### src/design/nmea_sentence_receiver_fix_detect_defines.svh
// Assertion macros used by the top-level design file.
`ifndef NMEA_SENTENCE_RECEIVER_FIX_DETECT_DEFINES_SVH
`define NMEA_SENTENCE_RECEIVER_FIX_DETECT_DEFINES_SVH

`ifndef SYNTHESIS
`define NSR_ASSERT_IMP(lbl, ck, rn, ante, cons, msg) \
	lbl: assert property (@(posedge ck) disable iff (!rn) (ante) |-> (cons)) else $error(msg);
`define NSR_ASSERT_NXT(lbl, ck, rn, ante, cons, msg) \
	lbl: assert property (@(posedge ck) disable iff (!rn) (ante) |=> (cons)) else $error(msg);
`else
`define NSR_ASSERT_IMP(lbl, ck, rn, ante, cons, msg)
`define NSR_ASSERT_NXT(lbl, ck, rn, ante, cons, msg)
`endif

`endif

### src/design/nsr_pkg.sv
package nsr_pkg;

	localparam int MAX_LEN_DEFAULT = 95;
	localparam int LEN_W = 7;
	localparam int PREFIX_LEN = 12;
	localparam int STATUS_POS = 12;
	localparam int MODE_POS = 16;

	localparam logic [7:0] CH_DOLLAR = 8'h24;
	localparam logic [7:0] CH_STAR = 8'h2A;
	localparam logic [7:0] CH_CR = 8'h0D;
	localparam logic [7:0] CH_LF = 8'h0A;
	localparam logic [7:0] CH_ONE = 8'h31;
	localparam logic [7:0] CH_TWO = 8'h32;

	typedef struct packed {
		logic done;
		logic ok;
		logic fix;
		logic [LEN_W-1:0] len;
		logic in_sentence;
	} res_t;

	function automatic logic [7:0] prefix_char(input logic [3:0] idx);
		logic [7:0] ch;
		case (idx)
			4'd0: ch = "$";
			4'd1: ch = "P";
			4'd2: ch = "E";
			4'd3: ch = "R";
			4'd4: ch = "C";
			4'd5: ch = ",";
			4'd6: ch = "G";
			4'd7: ch = "P";
			4'd8: ch = "s";
			4'd9: ch = "t";
			4'd10: ch = "s";
			4'd11: ch = ",";
			default: ch = 8'h00;
		endcase
		return ch;
	endfunction

	function automatic logic [3:0] hex_digit(input logic [7:0] c);
		logic [3:0] v;
		v = 4'h0;
		if (c >= "0" && c <= "9") begin
			v = 4'(c - "0");
		end else if (c >= "a" && c <= "f") begin
			v = 4'(c - "a" + 8'd10);
		end else if (c >= "A" && c <= "F") begin
			v = 4'(c - "A" + 8'd10);
		end
		return v;
	endfunction

endpackage

### src/design/nsr_parser.sv
module nsr_parser #(
	parameter int MAX_SENTENCE_LEN = nsr_pkg::MAX_LEN_DEFAULT
) (
	input logic clk,
	input logic arst_n,
	input logic step,
	input logic [7:0] rx_byte,
	output nsr_pkg::res_t res
);
	import nsr_pkg::*;

	localparam int CNT_W = $clog2(MAX_SENTENCE_LEN + 1);

	typedef enum logic [2:0] {
		PH_WAIT = 3'd0,
		PH_READ = 3'd1,
		PH_CKHI = 3'd2,
		PH_CKLO = 3'd3,
		PH_CR = 3'd4,
		PH_LF = 3'd5
	} phase_t;

	phase_t phase_q, phase_d;
	logic [CNT_W-1:0] cnt_q, cnt_d;
	logic [7:0] xor_q, xor_d;
	logic match_q, match_d;
	logic [7:0] status_q, status_d;
	logic [7:0] mode_q, mode_d;
	logic fix_q, fix_d;
	logic done_d, ok_d;
	logic [CNT_W+LEN_W-1:0] len_ext;

	always_comb begin
		phase_d = phase_q;
		cnt_d = cnt_q;
		xor_d = xor_q;
		match_d = match_q;
		status_d = status_q;
		mode_d = mode_q;
		fix_d = fix_q;
		done_d = 1'b0;
		ok_d = 1'b0;

		if (cnt_q >= CNT_W'(MAX_SENTENCE_LEN)) begin
			phase_d = PH_WAIT;
		end else begin
			if (cnt_q < CNT_W'(PREFIX_LEN)) begin
				match_d = match_q && (rx_byte == prefix_char(cnt_q[3:0]));
			end
			if (cnt_q == CNT_W'(STATUS_POS)) begin
				status_d = rx_byte;
			end
			if (cnt_q == CNT_W'(MODE_POS)) begin
				mode_d = rx_byte;
			end
			cnt_d = cnt_q + CNT_W'(1);
		end

		if (rx_byte == CH_DOLLAR) begin
			phase_d = PH_READ;
			xor_d = 8'h00;
			cnt_d = CNT_W'(1);
			match_d = 1'b1;
		end else begin
			case (phase_d)
				PH_READ: begin
					if (rx_byte == CH_STAR) begin
						phase_d = PH_CKHI;
					end else begin
						xor_d = xor_q ^ rx_byte;
					end
				end
				PH_CKHI: begin
					xor_d = xor_q ^ {hex_digit(rx_byte), 4'h0};
					phase_d = PH_CKLO;
				end
				PH_CKLO: begin
					xor_d = xor_q ^ {4'h0, hex_digit(rx_byte)};
					phase_d = PH_CR;
				end
				PH_CR: begin
					phase_d = (rx_byte == CH_CR) ? PH_LF : PH_WAIT;
				end
				PH_LF: begin
					phase_d = PH_WAIT;
					if (rx_byte == CH_LF) begin
						done_d = 1'b1;
						ok_d = (xor_q == 8'h00);
						if (match_d && cnt_d > CNT_W'(PREFIX_LEN)) begin
							fix_d = (status_d == CH_ONE || status_d == CH_TWO) &&
								(mode_d == CH_TWO);
						end
					end
				end
				default: begin
					phase_d = PH_WAIT;
					cnt_d = '0;
				end
			endcase
		end
	end

	always_ff @(posedge clk or negedge arst_n) begin
		if (!arst_n) begin
			phase_q <= PH_WAIT;
			cnt_q <= '0;
			xor_q <= 8'h00;
			match_q <= 1'b0;
			status_q <= 8'h00;
			mode_q <= 8'h00;
			fix_q <= 1'b0;
		end else if (step) begin
			phase_q <= phase_d;
			cnt_q <= cnt_d;
			xor_q <= xor_d;
			match_q <= match_d;
			status_q <= status_d;
			mode_q <= mode_d;
			fix_q <= fix_d;
		end
	end

	assign len_ext = {{LEN_W{1'b0}}, cnt_d};

	assign res.done = done_d;
	assign res.ok = ok_d;
	assign res.fix = fix_d;
	assign res.len = len_ext[LEN_W-1:0];
	assign res.in_sentence = (phase_d != PH_WAIT);

endmodule

### src/design/nmea_sentence_receiver_fix_detect.sv
// Frames NMEA sentences from a stream of received bytes and tracks the fix flag carried by
// the status sentence. One byte can be taken in every clock cycle while the output side
// keeps taking results, and each byte yields exactly one result; a result is presented once
// its byte has passed an input register and then the parser state update, whose outputs land
// in the result register. The parser state is updated once per byte, which sets the
// sustained rate of one byte per cycle while the output side keeps taking results.
module nmea_sentence_receiver_fix_detect #(
	parameter int MAX_SENTENCE_LEN = nsr_pkg::MAX_LEN_DEFAULT
) (
	input logic clk,
	input logic arst_n,
	input logic in_valid,
	output logic in_stall,
	input logic [7:0] rx_byte,
	output logic out_valid,
	input logic out_stall,
	output logic sentence_done,
	output logic checksum_ok,
	output logic fix_valid,
	output logic [nsr_pkg::LEN_W-1:0] sentence_length,
	output logic in_sentence
);
	import nsr_pkg::*;

	`include "nmea_sentence_receiver_fix_detect_defines.svh"

	logic valid_s1;
	logic [7:0] byte_s1;
	logic valid_s2;
	res_t res_s2;
	res_t res;
	logic adv;
	logic accept;

	assign adv = valid_s1 && (!valid_s2 || !out_stall);
	assign in_stall = valid_s1 && !adv;
	assign accept = in_valid && !in_stall;

	nsr_parser #(
		.MAX_SENTENCE_LEN(MAX_SENTENCE_LEN)
	) u_parser (
		.clk(clk),
		.arst_n(arst_n),
		.step(adv),
		.rx_byte(byte_s1),
		.res(res)
	);

	always_ff @(posedge clk or negedge arst_n) begin
		if (!arst_n) begin
			valid_s1 <= 1'b0;
			valid_s2 <= 1'b0;
		end else begin
			valid_s1 <= accept || (valid_s1 && !adv);
			valid_s2 <= adv || (valid_s2 && out_stall);
		end
	end

	always_ff @(posedge clk) begin
		if (accept) begin
			byte_s1 <= rx_byte;
		end
		if (adv) begin
			res_s2 <= res;
		end
	end

	assign out_valid = valid_s2;
	assign sentence_done = res_s2.done;
	assign checksum_ok = res_s2.ok;
	assign fix_valid = res_s2.fix;
	assign sentence_length = res_s2.len;
	assign in_sentence = res_s2.in_sentence;

	// A completed sentence leaves the parser waiting for the next start character.
	`NSR_ASSERT_IMP(a_done_leaves_sentence, clk, arst_n, valid_s2 && res_s2.done, !res_s2.in_sentence, "sentence completed while still inside a sentence")
	`NSR_ASSERT_IMP(a_ok_only_when_done, clk, arst_n, valid_s2 && res_s2.ok, res_s2.done, "checksum status reported without a completed sentence")
	// A byte held in the input register is never dropped while the output stalls.
	`NSR_ASSERT_NXT(a_input_held, clk, arst_n, valid_s1 && !adv, valid_s1, "held input transaction was lost")

endmodule

### config.mk
export PLATFORM = sky130hd
export DESIGN_NAME = nmea_sentence_receiver_fix_detect
export DESIGN_NICKNAME = d
export VERILOG_FILES = /design/src/design/nsr_pkg.sv /design/src/design/nsr_parser.sv /design/src/design/nmea_sentence_receiver_fix_detect.sv
export VERILOG_INCLUDE_DIRS = /design/src /design/src/design
export SDC_FILE = /design/constraint.sdc
export NUM_CORES = 1
export LEC_CHECK = 0
export BUFFER_PORTS_ARGS = -buffer_cell sky130_fd_sc_hd__buf_2
export CAP_MARGIN = 10
export CELL_PAD_IN_SITES_DETAIL_PLACEMENT = 0
export CELL_PAD_IN_SITES_GLOBAL_PLACEMENT = 1
export CORE_MARGIN = 2
export CORE_UTILIZATION = 42
export DETAILED_ROUTE_END_ITERATION = 10
export PLACE_DENSITY_LB_ADDON = 0.05
export SLEW_MARGIN = 20
export SYNTH_ARGS = -nofsm -noshare
export SYNTH_HDL_FRONTEND = slang
export SYNTH_HIERARCHICAL = 1
export SYNTH_SLANG_ARGS = --single-unit
### constraint.sdc
create_clock -name clk -period 2.6 [get_ports clk]
set_input_delay 0.52 -clock clk [delete_from_list [all_inputs] [get_ports clk]]
set_output_delay 0.52 -clock clk [all_outputs]
set_load 0.05 [all_outputs]
==> out/metrics.csv <==
metric,value,unit
status,"finished, final reports clean",
clkLatencyLatePin,350,ps
die_w,94.2,um
ys_warn_count,6,
cts_made_buffers,9,
synth_xor_area_share,2.56,%
slowest_stage,dfrtp_1,
period_minus_slack,2480,ps
antenna_found_initial,0,
cp_data_required_time,2700,ps
layout_common_cells,"37 x dfrtp_1, 34 x buf_4, 34 x nand2_1",
start_kind,flop,
synth.distinct_cells,62,
multi_input_area,1750,um^2
netlist_instances,357,
post-route-util,52.2,%
p_per_area,866,nW/um^2
synth_ff_type,dfrtp_1,
num_antenna_cells,0,
overflow,0,
track_usage,20.6,%
coreArea,7810,um^2
grt_pass1_vias,2703,
route.vias.total,2748,
maxSlewHeadroom,38.5,%
clkTransAtPathRegs,80,ps
critPathKind,reg2reg,
final_common_cell,dfrtp_1,
ios,25,
place_congestion,0.817,
cts_root_buffer,clkbuf_8,
synth_mux_area_share,5.86,%
worst_pin_slew,922,ps
fin_nets,422,
finClkSkew,14.1,ps
postRouteAntennaNets,0,
synth_edf_count,19,
syn_area,3420,um^2
syn_nets,382,
maxCapViolCount,0,
cts.path.max_buffers,2,
worst-path-buf-inv,2,
synth_top_family_by_area,simple AND/OR/NAND/NOR gates,
drtIter0Drc,151,
ff_latch_area,1520,um^2
rsz0062_at_grt,yes,
worstHoldPathType,in2async,
synth-simple-area-share,21.0,%
initial_core_util,43.8,%
slowest_delay,390,ps
die_area,8870,um^2
drt_first_pass_iters,4,
leakage,1.73,nW
end_kind,flop,
maxSlewViolCount,0,
grt_pass1_wl,13.8,mm
ys_ff_latch,57,
drive_gt1_share,26.6,%
worstPathCellList,"buf_4, inv_2, ha_1, nand2b_1, a21oi_1, or3_1, a211o_1, o31ai_4, nand2_1, mux2_1",
port_buffers,24,
cts_sinks,57,
grt_max_degree,39,
fin_crit_sh,95.3,%
viasPerCell,5.45,
wl_per_cell,16.4,um
cp.arrival,2580,ps
fillers,735,
h-tree-depth,3,
tritoncts,done,
critPathTopFamily,compound AO/OA/AOI/OAI gates,
syn_to_final_growth,19.2,%
routed_wl,8.28,mm
synth_async_sr_flop_share,66.7,%
hold_viol,0,
syn_area_per_cell,9.57,um^2
synth_compound_area_share,15.8,%
dpl.hpwl,5.95,mm
vdd_drop_max,0.361,mV
finalSetupViolations,0,
maxClockFrequency,404,MHz
rr_worst_depth,10,
crit_cells,10,
rows,32,
ys_seq_area_share,44.5,%
synthAdderAreaFrac,4.76,%
hold_ws,285,ps
path_max_fanout,7,
drc_errors,0,
die_y,94.2,um
[registers in the layout (all words and copies together) (netlist names)]
| name | flops |
|---|---|
| out_valid | 1 |
| checksum_ok | 1 |
| u_parser/match_q | 1 |
| u_parser/fix_q | 1 |
| u_parser/status_q | 8 |
| sentence_length | 7 |
| sentence_done | 1 |
| in_sentence | 1 |
| valid_s1 | 1 |
| u_parser/xor_q | 8 |
| fix_valid | 1 |
| u_parser/cnt_q | 7 |
| u_parser/phase_q | 3 |
| u_parser/mode_q | 8 |
| byte_s1 | 8 |
[cell families (layout without fill, tap and decap cells)]
kind of cell	count (synthesis)	after routing
xor+xnor	10	10
flops	57	57
simple gates	134	134
buf+inv	40	85
fa+ha+maj	13	13
mux	18	18
compound gates	85	85
[where the power goes]
group | switching (mW) | internal [mW]
combinational | 0.678 | 0.506
clock | 0.384 | 0.639
sequential | 0.195 | 1.13
total | 1.26 | 2.27
[per-stage QoR]
| stage | std cells | area [um^2] | worst slack, ps | setup TNS [ps] | total power [mW] |
|---|---|---|---|---|---|
| after global routing | 504 | 4070 | -5.53 | -5.53 | 3.75 |
| after detailed placement | 487 | 3770 | 52.2 | 0 | 2.45 |
| after CTS | 503 | 4020 | 28.2 | 0 | 3.48 |
| after floorplan | 357 | 3420 | 78.0 | 0 | 2.13 |
| final | 504 | 4070 | 122 | 0 | 3.53 |
| after global placement | 487 | 3770 | 86.6 | 0 | 2.44 |
[layer usage]
| layer | track usage (%) | up-vias | part of all wire, % |
|---|---|---|---|
| met3 | 4.09 | 12 | 4.1 |
| met2 | 31.5 | 57 | 46 |
| met1 | 28.9 | 1308 | 49 |
| met4 | 7.73 | 0 | 1.4 |
| met5 | 0 | - | 0 |
| li1 | - | 1371 | - |
[layout make-up]
type	count	share of cell area [%]
Timing Repair Buffer	58	9.21
Clock buffer	14	5.28
Inverter	11	1.07
Sequential cell	57	37.4
Clock inverter	2	0.891
Tap cell	102	3.13
Multi-Input combinational cell	260	43.0
[final timing paths]
path                               startpoint                 end  slack [ps]
setup / recovery            u_parser/cnt_q[0]           fix_valid         120
hold / removal                         arst_n   u_parser/cnt_q[3]         290
setup reg to reg            u_parser/cnt_q[0]           fix_valid         120
hold reg to reg            u_parser/mode_q[0]  u_parser/mode_q[0]         490
max in group asynchronous              arst_n   u_parser/cnt_q[2]        1700
min in group clk                   rx_byte[3]          byte_s1[3]         350
[cell usage after synthesis (6+ instances only)]
| master | count | area [um^2] |
|---|---|---|
| nand2_1 | 34 | 128 |
| nor2_1 | 23 | 86.3 |
| edfxtp_1 | 19 | 571 |
| ha_1 | 13 | 163 |
| nor4_1 | 6 | 37.5 |
| nand2b_1 | 12 | 75.1 |
| clkbuf_1 | 12 | 45.0 |
| xnor2_1 | 7 | 61.3 |
| nor3_1 | 10 | 50.1 |
| inv_1 | 9 | 33.8 |
| buf_2 | 11 | 55.1 |
| dfrtp_1 | 38 | 951 |
| o21ai_0 | 27 | 135 |
| nand3_1 | 10 | 50.1 |
| mux2_2 | 14 | 158 |
| a21oi_1 | 17 | 85.1 |
[timing repair]
action / 4_1_cts / 5_1_grt
gates resized for setup: 0 / 12
hold buffers: 0 / 0
endpoints found under the hold margin: 0 / 0
endpoints found under the setup margin: 0 / 5
setup buffers: 0 / 1
(Power assumes the default switching activity.)
